### src/rtl/sorted_timestamp_buffer_macros.svh
// Assertion macros for the sorted timestamp buffer.
// Used by the top level only; no other dependencies.
`ifndef SORTED_TIMESTAMP_BUFFER_MACROS_SVH
`define SORTED_TIMESTAMP_BUFFER_MACROS_SVH
`ifndef SYNTHESIS
// same-cycle implication
`define STB_ASSERT_NOW(lbl, ante, cons) \
  lbl: assert property (@(posedge clk) disable iff (!rst_n) (ante) |-> (cons)) \
    else $error("stb assertion failed");
// next-cycle implication
`define STB_ASSERT_NEXT(lbl, ante, cons) \
  lbl: assert property (@(posedge clk) disable iff (!rst_n) (ante) |=> (cons)) \
    else $error("stb assertion failed");
`else
`define STB_ASSERT_NOW(lbl, ante, cons)
`define STB_ASSERT_NEXT(lbl, ante, cons)
`endif
`endif

### src/rtl/stb_pkg.sv
// Shared types and constants for the sorted timestamp buffer.
// No dependencies.
package stb_pkg;

  localparam int CAPACITY_DEF = 256;
  localparam int STAMP_W      = 64;
  localparam int SAMPLE_W     = 64;
  localparam int POS_W        = 8;
  localparam int COUNT_W      = 9;

  localparam logic OP_INSERT = 1'b0;
  localparam logic OP_READ   = 1'b1;

  typedef enum logic [1:0] {
    ST_OK    = 2'd0,
    ST_FULL  = 2'd1,
    ST_RANGE = 2'd2
  } status_t;

  typedef enum logic {
    S_IDLE,
    S_EVAL
  } state_t;

  // per-cell strobes: capture compare result, commit shift/insert
  typedef struct packed {
    logic capture;
    logic write;
  } cell_ctrl_t;

endpackage

### src/rtl/stb_cell.sv
// One storage cell of the sorted chain: holds a pair and its compare flag.
// Depends on stb_pkg.
module stb_cell
  import stb_pkg::*;
(
  input  logic                clk,
  input  cell_ctrl_t          ctrl,
  input  logic                occupied,
  input  logic [STAMP_W-1:0]  cmp_stamp,
  input  logic [STAMP_W-1:0]  new_stamp,
  input  logic [SAMPLE_W-1:0] new_sample,
  input  logic [STAMP_W-1:0]  left_stamp,
  input  logic [SAMPLE_W-1:0] left_sample,
  input  logic                left_lt,
  output logic [STAMP_W-1:0]  stamp,
  output logic [SAMPLE_W-1:0] sample,
  output logic                lt,
  output logic                hit
);

  logic [STAMP_W-1:0]  stamp_r;
  logic [SAMPLE_W-1:0] sample_r;
  logic                lt_r;

  always_ff @(posedge clk) begin
    if (ctrl.capture) begin
      lt_r <= occupied && (stamp_r < cmp_stamp);
    end
    if (ctrl.write) begin
      if (!left_lt) begin
        // above the insert point: take the left neighbor
        stamp_r  <= left_stamp;
        sample_r <= left_sample;
      end else if (!lt_r) begin
        // the insert point itself
        stamp_r  <= new_stamp;
        sample_r <= new_sample;
      end
    end
  end

  assign stamp  = stamp_r;
  assign sample = sample_r;
  assign lt     = lt_r;
  assign hit    = left_lt && !lt_r;

endmodule

### config.mk
export PLATFORM = sky130hd
export DESIGN_NAME = stb_cell
export DESIGN_NICKNAME = d
export VERILOG_FILES = /design/src/rtl/sorted_timestamp_buffer_macros.svh /design/src/rtl/stb_pkg.sv /design/src/rtl/stb_cell.sv
export SDC_FILE = /design/constraint.sdc
export NUM_CORES = 1
export LEC_CHECK = 0
export ABC_AREA = 1
export BUFFER_PORTS_ARGS = -buffer_cell sky130_fd_sc_hd__buf_4
export CAP_MARGIN = 20
export CORE_AREA = 2 2 178 180
export DETAILED_ROUTE_END_ITERATION = 7
export DIE_AREA = 0 0 180 182
export PLACE_DENSITY = 0.51
export SYNTH_ARGS = -nofsm -noshare
export SYNTH_HDL_FRONTEND = slang
export SYNTH_SLANG_ARGS = --single-unit
### constraint.sdc
create_clock -name clk -period 15.55 [get_ports clk]
set_input_delay 0.7775 -clock clk [delete_from_list [all_inputs] [get_ports clk]]
set_output_delay 0.7775 -clock clk [all_outputs]
set_load 0.02 [all_outputs]
==> run_results.csv, run 1 <==
group,metric,value,unit
setup_path,cp_max_fo,37,
finish,layout_commonest_cell,"sky130_fd_sc_hd__buf_4",
timing,final-hold-violation-count,0,
clock_network,cts_inserted_buffers,17,
logic_synthesis,yosysSeqAreaShare,54.4,%
clock_network,clkSlewWorstSetupHoldPaths,0.06,ns
clock_network,root_buffer,"sky130_fd_sc_hd__clkbuf_16",
setup_path,critPathTopFamily,"buffers and inverters",
place,place_congestion,0.859,
finish,finalNetCount,1642,
finish,syn_to_final_growth,62.2,%
timing,final_period_minus_worst_setup_slack,2.88,ns
power,p_total,1.07,mW
finish,most-common-layout-cells,"sky130_fd_sc_hd__buf_4, sky130_fd_sc_hd__nand2_1, sky130_fd_sc_hd__edfxtp_1, sky130_fd_sc_hd__inv_1, sky130_fd_sc_hd__ha_1",
clock_network,clock_tree.htree_level_count,4,
timing,fin_crit_sh,18.5,%
floorplanning,die_width,180,microns
finish,antenna-diode-count,0,
logic_synthesis,postSynthRegisterBits,129,
logic_synthesis,synth.cell_area,7120,sq um
run_status,result_of_the_run,"finished clean",
grt,pin_count_of_the_biggest_net_entering_global_routing,94,
setup_path,required,14.77,ns
routing,viasPerCell,4.04,
power,irDropWorstVdd,0.0535,mV
worst_hold_path,holdPathEnd,"lt$_DFFE_PP_",
power,power_leakage,6.03,nW
logic_synthesis,netlist_top_cells_area,"sky130_fd_sc_hd__edfxtp_1, sky130_fd_sc_hd__nand2_1, sky130_fd_sc_hd__ha_1, sky130_fd_sc_hd__inv_1, sky130_fd_sc_hd__a21oi_1",
place,dp.final_hpwl,20.1,mm
finish,drive_gt1_share,39.2,%
timing,fmaxAchievable,0.347,GHz
timing,timing.final.max_slew_violations,0,
finish,final-seq-area,3870,sq um
logic_synthesis,syn-instance-count,804,
setup_path,worst_setup_path_type,"primary input to output pin",
logic_synthesis,yosysWarningCount,0,
floorplanning,die_h,182,microns
timing,timing.hold.ws,0.568,ns
clock_network,post_cts_buffers,0,
grt,first_global_vias,6896,
floorplanning,top_level_ports,455,
timing,fin_tns_setup,0,ns
routing,final_antenna_violating_net_count,0,
timing,grt_setup_unrepaired,"false",
routing,firstDrtPassIters,4,
place,place.port_buffers,454,
clock_network,cts_num_sinks,129,
setup_path,r2r_end,"stamp[55]$_DFFE_PP_",
power,power_density,92.9,nW/um^2
routing,dr_total_vias,6744,
job,drv_cap,0,
routing,detail_route.drc_violations,0,
setup_path,cp_cell_sequence,"buf_4 -> buf_4 -> inv_4 -> nor2_1 -> buf_4",
grt,grt_first_pass_wirelength,38.3,mm
timing,max-slew-margin-rel,33.9,%
setup_path,ff2ff_setup_slack,12.90,ns
logic_synthesis,syn_nets,1192,
timing,finalClockSkew,0.0145,ns
setup_path,worstReg2RegStart,"lt$_DFFE_PP_",
floorplanning,start_util,23.0,%
floorplanning,placementRows,65,
clock_network,cts_max_path_buffers,2,
finish,multi_input_area,2830,sq um
timing,number_of_setup_violations_in_the_final_report,0,
logic_synthesis,synth_cell_type_count,24,
clock_network,tritoncts,"built",
worst_hold_path,worstHoldPathType,"primary input to flip-flop",
logic_synthesis,synth_top_area_share,54.4,%
logic_synthesis,syn_avg_cell_area,8.85,sq um
floorplanning,coreArea,31000,sq um
clock_network,holdBufCountCts,0,
routing,drt_first_iter_violations,227,
grt,antenna_found_initial,1,
worst_hold_path,timing.hold.worst.start,"ctrl[1]",
setup_path,start_kind,"primary input",
routing,wl,25.1,mm
clock_network,worst_skew_pair_latency,0.42,ns
clock_network,post_cts_resize_count,0,
logic_synthesis,cell_type_contributing_the_most_total_cell_area_after_synthesis,"sky130_fd_sc_hd__edfxtp_1",
setup_path,r2r_cells,3,
routing,avgRoutedWirePerCell,15.1,microns
setup_path,critical-path-slowest-cell,"sky130_fd_sc_hd__buf_4",
worst_hold_path,min_delay_path_depth,1,
setup_path,element_type_at_the_critical_path_end,"output pin",
setup_path,cp_slowest_stage_delay,0.42,ns
timing,worst-slew-pin-transition,0.991,ns
floorplanning,fp.dieArea,32800,sq um
grt,grt-ovfl-total,0,
setup_path,cp_data_arrival_time,2.11,ns
grt,grt_usage,15.2,%
setup_path,buffer_and_inverter_count_on_the_worst_path,4,
finish,num-fill-cells,3191,
setup_path,critical-path-top-cell-by-count,"sky130_fd_sc_hd__buf_4",
[flip-flops by register name, indices dropped and copies added, names as in the netlist]
register and flops:
sample 64, lt 1, stamp 64
[worst register-to-register path, cell delays in order (launching register included)]
cell                       delay, ns
sky130_fd_sc_hd__edfxtp_1       0.49
sky130_fd_sc_hd__a21boi_4       0.18
sky130_fd_sc_hd__buf_4          0.61
sky130_fd_sc_hd__buf_4          0.90
[through the flow]
step / area, sq um / setup WS, ns / cells / util (%)
finish: 11500 / 12.67 / 1668 / 37.3
global route: 11500 / 12.51 / 1668 / 37.3
CTS: 11500 / 12.64 / 1668 / 37.3
detailed placement: 10900 / 12.35 / 1637 / 35.3
global placement: 10900 / 12.37 / 1637 / 35.3
floorplan: 7120 / 4.66 / 804 / -
[cell type report]
class	count	area share, %
Sequential cell	129	33.5
Timing Repair Buffer	459	29.8
Multi-Input combinational cell	571	24.5
Tap cell	402	4.36
Clock buffer	17	3.68
Inverter	76	2.49
Clock inverter	14	1.56
[worst max-delay path by stage]
stage	startpoint	cells past startpoint	endpoint
after floorplan	left_lt	2	sample[0]$_DFFE_PP_
after global placement	left_lt	4	stamp[44]$_DFFE_PP_
after detailed placement	left_lt	4	stamp[53]$_DFFE_PP_
after CTS	left_lt	5	hit
after global routing	left_lt	5	hit
final	left_lt	5	hit
[cell families after synthesis]
family                   Yosys count  share of synthesized area, %
flip-flops                       129                          54.4
AO/OA/AOI/OAI                     42                          3.09
AND/OR/NAND/NOR                  466                          25.5
adder cells (fa/ha/maj)           63                          11.1
buffers and inverters            104                          5.94
[cells in the mapped netlist]
| library cell | n |
|---|---|
| sky130_fd_sc_hd__a21boi_0 | 1 |
| sky130_fd_sc_hd__a21o_1 | 1 |
| sky130_fd_sc_hd__a21oi_1 | 30 |
| sky130_fd_sc_hd__and3_1 | 1 |
| sky130_fd_sc_hd__buf_2 | 26 |
| sky130_fd_sc_hd__clkbuf_1 | 2 |
| sky130_fd_sc_hd__clkinv_1 | 1 |
| sky130_fd_sc_hd__edfxtp_1 | 129 |
| sky130_fd_sc_hd__ha_1 | 63 |
| sky130_fd_sc_hd__inv_1 | 74 |
| sky130_fd_sc_hd__inv_2 | 1 |
| sky130_fd_sc_hd__nand2_1 | 431 |
| sky130_fd_sc_hd__nand2_2 | 1 |
| sky130_fd_sc_hd__nand3_1 | 4 |
| sky130_fd_sc_hd__nand3_2 | 1 |
| sky130_fd_sc_hd__nand4_1 | 6 |
| sky130_fd_sc_hd__nor2_1 | 15 |
| sky130_fd_sc_hd__nor2_4 | 1 |
| sky130_fd_sc_hd__nor3_1 | 4 |
| sky130_fd_sc_hd__nor4_1 | 1 |
| sky130_fd_sc_hd__nor4_4 | 1 |
| sky130_fd_sc_hd__o211ai_1 | 2 |
| sky130_fd_sc_hd__o21ai_0 | 4 |
| sky130_fd_sc_hd__o21ai_1 | 4 |
[report_power, final]
part	switching, mW	leakage (nW)	internal (mW)
Clock	0.166	0.291	0.255
Combinational	0.115	4.48	0.110
Sequential	0.0119	1.25	0.416
[routing by layer]
metal | vias up | wire length, microns | global-route usage (%) | part of all wire [%]
li1 | 3487 | - | - | -
met1 | 2972 | 10000 | 17.4 | 40
met2 | 254 | 12800 | 26.9 | 51
met3 | 29 | 1820 | 4.83 | 7.3
met4 | 2 | 495 | 4.59 | 2.0
met5 | - | 9 | 0 | 0.036
Note: power is estimated with default switching activity, not from simulation.
==> run 2: changes to the inputs <==
--- a/config.mk
+++ b/config.mk
@@ -5,13 +5,13 @@
 export SDC_FILE = /design/constraint.sdc
 export NUM_CORES = 1
 export LEC_CHECK = 0
-export ABC_AREA = 1
+export ABC_AREA = 0
 export BUFFER_PORTS_ARGS = -buffer_cell sky130_fd_sc_hd__buf_4
 export CAP_MARGIN = 20
 export CORE_AREA = 2 2 178 180
 export DETAILED_ROUTE_END_ITERATION = 7
 export DIE_AREA = 0 0 180 182
-export PLACE_DENSITY = 0.51
+export PLACE_DENSITY = 0.52
 export SYNTH_ARGS = -nofsm -noshare
 export SYNTH_HDL_FRONTEND = slang
 export SYNTH_SLANG_ARGS = --single-unit
==> constraint.sdc (replaced) <==
create_clock -name clk -period 2.58 [get_ports clk]
set_input_delay 0.129 -clock clk [delete_from_list [all_inputs] [get_ports clk]]
set_output_delay 0.129 -clock clk [all_outputs]
set_load 0.02 [all_outputs]
==> run 2 against run 1 <==
Against the previous run: non-clock buffer count grew 238; synthesized area shrank 1.8%; design area grew 20%; cell count shrank 3.7%; hold slack lost 0.53 ns; flip-flop and latch count is the same; first-iteration DRC count shrank 27%.
==> run_results.csv, run 2 <==
group,metric,value,unit
run_status,result_of_the_run,"finished clean",
setup_path,cp_data_arrival_time,2.42,ns
routing,avgRoutedWirePerCell,16.2,microns
setup_path,critPathTopFamily,"simple AND/OR/NAND/NOR gates",
routing,firstDrtPassIters,4,
clock_network,clkSlewWorstSetupHoldPaths,0.06,ns
logic_synthesis,yosys.area_share.xor_xnor,0,%
logic_synthesis,post_synth_fa_ha_maj_area_fraction,11.3,%
grt,grt_first_pass_wirelength,39.3,mm
setup_path,ff2ff_setup_slack,0.34,ns
setup_path,element_type_at_the_critical_path_end,"flip-flop",
floorplanning,start_util,22.5,%
logic_synthesis,yosysSeqAreaShare,55.4,%
power,power_leakage,6.32,nW
setup_path,critical-path-top-cell-by-count,"sky130_fd_sc_hd__nand4_1",
setup_path,worstReg2RegStart,"stamp[30]$_DFFE_PP_",
timing,fmaxAchievable,0.446,GHz
setup_path,r2r_end,"lt$_DFFE_PP_",
logic_synthesis,postSynthRegisterBits,129,
logic_synthesis,syn_avg_cell_area,14.3,sq um
job,drv_cap,0,
floorplanning,coreArea,31000,sq um
power,power_density,480,nW/um^2
finish,syn_to_final_growth,98.8,%
routing,final_antenna_violating_net_count,0,
routing,detail_route.drc_violations,0,
clock_network,cts_num_sinks,129,
finish,layout_commonest_cell,"sky130_fd_sc_hd__buf_4",
clock_network,holdBufCountCts,238,
clock_network,root_buffer,"sky130_fd_sc_hd__clkbuf_16",
setup_path,cp_max_fo,3,
setup_path,cp_cell_sequence,"ha_1 -> nand4_1 -> nor4_1 -> nand4_1 -> o2111ai_1 -> a21oi_1",
clock_network,tritoncts,"built",
logic_synthesis,netlist_top_cells_area,"sky130_fd_sc_hd__edfxtp_1, sky130_fd_sc_hd__mux2_1, sky130_fd_sc_hd__ha_1, sky130_fd_sc_hd__inv_1, sky130_fd_sc_hd__a21o_1",
logic_synthesis,yosysWarningCount,0,
finish,postLayoutCoreUtil,44.8,%
grt,first_global_vias,7341,
routing,dr_total_vias,6693,
worst_hold_path,min_delay_path_depth,2,
floorplanning,fp.dieArea,32800,sq um
setup_path,cp_slowest_stage_delay,0.62,ns
finish,num-fill-cells,2861,
logic_synthesis,syn-instance-count,489,
routing,drt_first_iter_violations,165,
clock_network,post_cts_resize_count,0,
setup_path,worst_setup_path_type,"flip-flop to flip-flop",
place,dp.final_hpwl,19.6,mm
logic_synthesis,synth.cell_area,6990,sq um
clock_network,cts_inserted_buffers,17,
worst_hold_path,timing.hold.worst.start,"new_stamp[17]",
logic_synthesis,proportion_of_register_bits_with_asynchronous_set_or_reset_after_synthesis,0,%
timing,max-slew-margin-rel,57.2,%
setup_path,critical-path-slowest-cell,"sky130_fd_sc_hd__nor4_1",
floorplanning,die_width,180,microns
logic_synthesis,syn_nets,877,
power,irDropWorstVdd,0.408,mV
timing,final_period_minus_worst_setup_slack,2.24,ns
logic_synthesis,post-synth-top-count-cell,"sky130_fd_sc_hd__edfxtp_1",
worst_hold_path,worstHoldPathType,"primary input to flip-flop",
floorplanning,top_level_ports,455,
timing,final-hold-violation-count,0,
logic_synthesis,synth_cell_type_count,37,
logic_synthesis,ys_top_cells_by_count,"sky130_fd_sc_hd__edfxtp_1, sky130_fd_sc_hd__mux2_1, sky130_fd_sc_hd__ha_1, sky130_fd_sc_hd__inv_1, sky130_fd_sc_hd__a21oi_1",
clock_network,worst_skew_pair_latency,0.43,ns
timing,fin_crit_sh,87.0,%
logic_synthesis,synth_top_area_share,55.4,%
timing,timing.final.max_slew_violations,0,
logic_synthesis,yosys-mux-area-fraction,20.6,%
place,place_congestion,0.731,
worst_hold_path,holdPathEnd,"stamp[17]$_DFFE_PP_",
logic_synthesis,synth_compound_area_share,5.21,%
finish,final_cell_count_no_fill,1607,
finish,drive_gt1_share,41.6,%
finish,finalNetCount,1579,
grt,grt-ovfl-total,0,
floorplanning,die_h,182,microns
logic_synthesis,yosys.area_share.simple,3.12,%
clock_network,cts_max_path_buffers,2,
clock_network,post_cts_buffers,0,
grt,pin_count_of_the_biggest_net_entering_global_routing,74,
setup_path,required,2.76,ns
finish,most-common-layout-cells,"sky130_fd_sc_hd__buf_4, sky130_fd_sc_hd__dlygate4sd3_1, sky130_fd_sc_hd__edfxtp_1, sky130_fd_sc_hd__mux2_1",
setup_path,buffer_and_inverter_count_on_the_worst_path,0,
logic_synthesis,synth_enable_flop_cells,129,
clock_network,clock_tree.htree_level_count,4,
routing,wl,26.1,mm
place,place_inst,1336,
setup_path,r2r_cells,6,
logic_synthesis,cell_type_contributing_the_most_total_cell_area_after_synthesis,"sky130_fd_sc_hd__edfxtp_1",
logic_synthesis,yosys_most_used_dff,"sky130_fd_sc_hd__edfxtp_1",
place,place.port_buffers,454,
grt,grt_usage,15.8,%
timing,grt_setup_unrepaired,"false",
timing,number_of_setup_violations_in_the_final_report,0,
setup_path,start_kind,"flip-flop",
timing,fin_tns_setup,0,ns
floorplanning,placementRows,65,
grt,antenna_found_initial,0,
routing,viasPerCell,4.16,
logic_synthesis,synth_top_family_by_area,"multiplexers",
timing,finalClockSkew,0.00657,ns
timing,worst-slew-pin-transition,0.637,ns
-- run 2: power breakdown --
part / total [mW] / internal [mW] / switching [mW]
clock network: 2.42 / 1.43 / 0.987
logic: 1.68 / 1.00 / 0.685
registers: 2.57 / 2.50 / 0.0671
total: 6.67 / 4.93 / 1.74
-- run 2: logic make-up (layout without fill, tap and decap cells) --
family | count (synthesis) | count (layout)
compound gates | 53 | 53
fa+ha+maj | 63 | 63
buf+inv | 77 | 792
flops | 129 | 129
mux | 128 | 128
other cells | 0 | 1
simple gates | 39 | 39
-- run 2: worst max path at each step --
stage | start | endpoint | cells past startpoint
after global routing | stamp[30]$_DFFE_PP_ | lt$_DFFE_PP_ | 6
after floorplan | lt$_DFFE_PP_ | sample[0]$_DFFE_PP_ | 1
after detailed placement | stamp[30]$_DFFE_PP_ | lt$_DFFE_PP_ | 6
final | stamp[30]$_DFFE_PP_ | lt$_DFFE_PP_ | 6
after CTS | stamp[2]$_DFFE_PP_ | lt$_DFFE_PP_ | 7
after global placement | stamp[2]$_DFFE_PP_ | lt$_DFFE_PP_ | 7
-- run 2: final cells by class --
cell class | count | area (sq um) | area share [%]
Clock inverter | 15 | 158 | 1.13
Tap cell | 402 | 503 | 3.62
Timing Repair Buffer | 697 | 5870 | 42.3
Inverter | 63 | 236 | 1.70
Antenna cell | 1 | 2.50 | 0.0180
Sequential cell | 129 | 3870 | 27.9
Multi-Input combinational cell | 283 | 2820 | 20.3
Clock buffer | 17 | 425 | 3.06
-- run 2: metrics by stage --
step / worst slack, ns / instance area (sq um) / hold WS, ns / power, mW
finish: 0.335 / 13900 / 0.0403 / 6.67
global route: 0.150 / 13900 / 0.00764 / 7.00
CTS: 0.339 / 13900 / 0.00134 / 6.78
detailed placement: 0.379 / 10900 / 0.333 / 3.96
global placement: 0.385 / 10900 / 0.330 / 3.95
floorplan: -0.551 / 7000 / 0.241 / 3.19
-- run 2: layer usage --
metal	routed length [microns]	up-vias	track usage [%]
li1	-	3245	-
met1	9570	3127	15.9
met2	14000	290	29.9
met3	1870	31	5.23
met4	618	0	5.92
met5	0	-	0
==> run 3: changes to the inputs <==
--- a/config.mk
+++ b/config.mk
@@ -5,13 +5,13 @@
 export SDC_FILE = /design/constraint.sdc
 export NUM_CORES = 1
 export LEC_CHECK = 0
-export ABC_AREA = 0
+export ABC_AREA = 1
 export BUFFER_PORTS_ARGS = -buffer_cell sky130_fd_sc_hd__buf_4
 export CAP_MARGIN = 20
-export CORE_AREA = 2 2 178 180
+export CORE_AREA = 2 2 175 177
 export DETAILED_ROUTE_END_ITERATION = 7
-export DIE_AREA = 0 0 180 182
-export PLACE_DENSITY = 0.52
+export DIE_AREA = 0 0 177 179
+export PLACE_DENSITY = 0.54
 export SYNTH_ARGS = -nofsm -noshare
 export SYNTH_HDL_FRONTEND = slang
 export SYNTH_SLANG_ARGS = --single-unit
==> run 3 against run 2 <==
Against the previous run: non-clock buffer count is 20 lower; combinational power about the same; critical path depth increased by 2; flip-flop and latch count did not move; register-to-register slack improved by 0.49 ns; critical path type unchanged; sequential share of layout area rose by 0.23 points; die area fell by 3.3%; sequential power barely moved; worst setup slack improved by 0.49 ns; cell count up 17%.
==> run_results.csv, run 3 (synthesized netlist as in run 1, its figures left out) <==
group,metric,value,unit
run_status,result_of_the_run,"finished clean",
place,place_worst_setup_slack,0.734,ns
routing,wl,27.1,mm
timing,final-hold-violation-count,0,
routing,detail_route.drc_violations,0,
timing,post-route-worst-setup-slack,0.821,ns
grt,pin_count_of_the_biggest_net_entering_global_routing,74,
floorplanning,start_util,23.7,%
timing,timing.final.max_slew_violations,0,
clock_network,post_cts_resize_count,0,
floorplanning,die_h,179,microns
floorplanning,top_level_ports,455,
setup_path,element_type_at_the_critical_path_end,"flip-flop",
finish,layout_commonest_cell,"sky130_fd_sc_hd__buf_4",
job,drv_cap,0,
grt,grt_first_pass_wirelength,39.8,mm
timing,finalClockSkew,0.00884,ns
finish,final_cell_count_no_fill,1881,
worst_hold_path,worstHoldPathType,"primary input to flip-flop",
power,internal_power,5.05,mW
grt,antenna_found_initial,1,
place,placed_cell_area,11000,sq um
timing,number_of_setup_violations_in_the_final_report,0,
timing,grt_setup_unrepaired,"false",
clock_network,cts_max_path_buffers,2,
floorplanning,fp.dieArea,31700,sq um
power,irDropWorstVdd,0.380,mV
grt,grt-ovfl-total,0,
clock_network,cts_inserted_buffers,17,
routing,firstDrtPassIters,5,
clock_network,clock_tree.htree_level_count,4,
clock_network,tritoncts,"built",
floorplanning,die_width,177,microns
finish,drive_gt1_share,33.5,%
timing,timing.hold.ws,0.0196,ns
finish,postLayoutCoreUtil,45.9,%
timing,max-slew-margin-rel,72.7,%
power,comb_power_share,24.9,%
timing,worst-slew-pin-transition,0.410,ns
clock_network,worst_skew_pair_latency,0.42,ns
grt,grt_usage,16.5,%
clock_network,clkSlewWorstSetupHoldPaths,0.06,ns
timing,fmaxAchievable,0.569,GHz
power,power_density,498,nW/um^2
floorplanning,placementRows,64,
finish,finalNetCount,1860,
place,place_congestion,0.786,
finish,fin_area,13800,sq um
power,power.net_switching,1.81,mW
power,sequentialPowerShare,37.5,%
power,power_leakage,7.00,nW
timing,final_period_minus_worst_setup_slack,1.76,ns
place,place_inst,1633,
floorplanning,coreArea,30000,sq um
clock_network,cts_num_sinks,129,
routing,final_antenna_violating_net_count,0,
routing,viasPerCell,4.13,
finish,most-common-layout-cells,"sky130_fd_sc_hd__buf_4, sky130_fd_sc_hd__nand2_1, sky130_fd_sc_hd__dlygate4sd3_1, sky130_fd_sc_hd__edfxtp_1, sky130_fd_sc_hd__inv_1",
setup_path,ff2ff_setup_slack,0.82,ns
setup_path,required,2.74,ns
routing,dr_total_vias,7774,
power,p_total,6.87,mW
clock_network,post_cts_buffers,0,
timing,fin_crit_sh,68.2,%
grt,first_global_vias,7761,
routing,drt_first_iter_violations,246,
setup_path,cp_data_arrival_time,1.92,ns
finish,syn_to_final_growth,93.6,%
setup_path,worst_setup_path_type,"flip-flop to flip-flop",
power,netSwitchingFraction,26.4,%
place,place.port_buffers,454,
setup_path,cp_max_fo,2,
setup_path,start_kind,"flip-flop",
routing,avgRoutedWirePerCell,14.4,microns
power,share_clk_of_total_power,37.6,%
place,dp.final_hpwl,20.2,mm
clock_network,root_buffer,"sky130_fd_sc_hd__clkbuf_16",
timing,fin_tns_setup,0,ns
clock_network,holdBufCountCts,216,
run 3: cell types whose count changed in the layout (fill, tap and decap cells not counted), moves of 8 or more:
cell | previous run | this run
sky130_fd_sc_hd__a21o_1 | 16 | 1
sky130_fd_sc_hd__nand2_1 | 7 | 431
sky130_fd_sc_hd__a21oi_1 | 21 | 30
sky130_fd_sc_hd__nand4_1 | 14 | 6
sky130_fd_sc_hd__mux2_1 | 121 | 0
sky130_fd_sc_hd__dlygate4sd3_1 | 238 | 216
sky130_fd_sc_hd__inv_1 | 63 | 74
sky130_fd_sc_hd__nor2_1 | 3 | 15
run 3: metal layers:
layer  wire length (microns)  global-route usage (%)
met1                   10400                    17.8
met2                   13800                    29.7
met3                    2040                    4.86
met4                     936                    7.58
met5                       0                       0
run 3: power groups by stage:
stage / Combinational (mW) / Sequential, mW / Clock [mW]
after floorplan: 0.437 / 2.80 / 0
after global placement: 1.40 / 2.61 / 0
after detailed placement: 1.41 / 2.62 / 0
after CTS: 1.72 / 2.57 / 2.65
after global routing: 1.87 / 2.59 / 2.76
final: 1.71 / 2.57 / 2.58
run 3: worst max-delay path, cell delays in order, from the launching register on:
cell                       delay (ns)
sky130_fd_sc_hd__edfxtp_1        0.39
sky130_fd_sc_hd__ha_1            0.30
sky130_fd_sc_hd__nand2_1         0.08
sky130_fd_sc_hd__nor2_1          0.15
sky130_fd_sc_hd__nand4_1         0.14
sky130_fd_sc_hd__nor4_1          0.19
sky130_fd_sc_hd__nand2_1         0.08
sky130_fd_sc_hd__nand2_1         0.10
sky130_fd_sc_hd__a21oi_1         0.07
run 3: path summary, 6_finish.rpt:
kind                        from                  end  cells after the start
min                new_stamp[11]  stamp[11]$_DFFE_PP_                      3
max          stamp[31]$_DFFE_PP_         lt$_DFFE_PP_                      8
min reg2reg         lt$_DFFE_PP_  sample[5]$_DFFE_PP_                      1
max reg2reg  stamp[31]$_DFFE_PP_         lt$_DFFE_PP_                      8
run 3: cell type report:
type / count / area, sq um
inverter: 76 / 288
tap: 396 / 495
clock inverter: 14 / 189
clock buffer: 17 / 425
fill: 2827 / 16200
sequential: 129 / 3870
multi-input combinational: 571 / 2830
timing repair buffer: 677 / 5670
antenna: 1 / 2.50
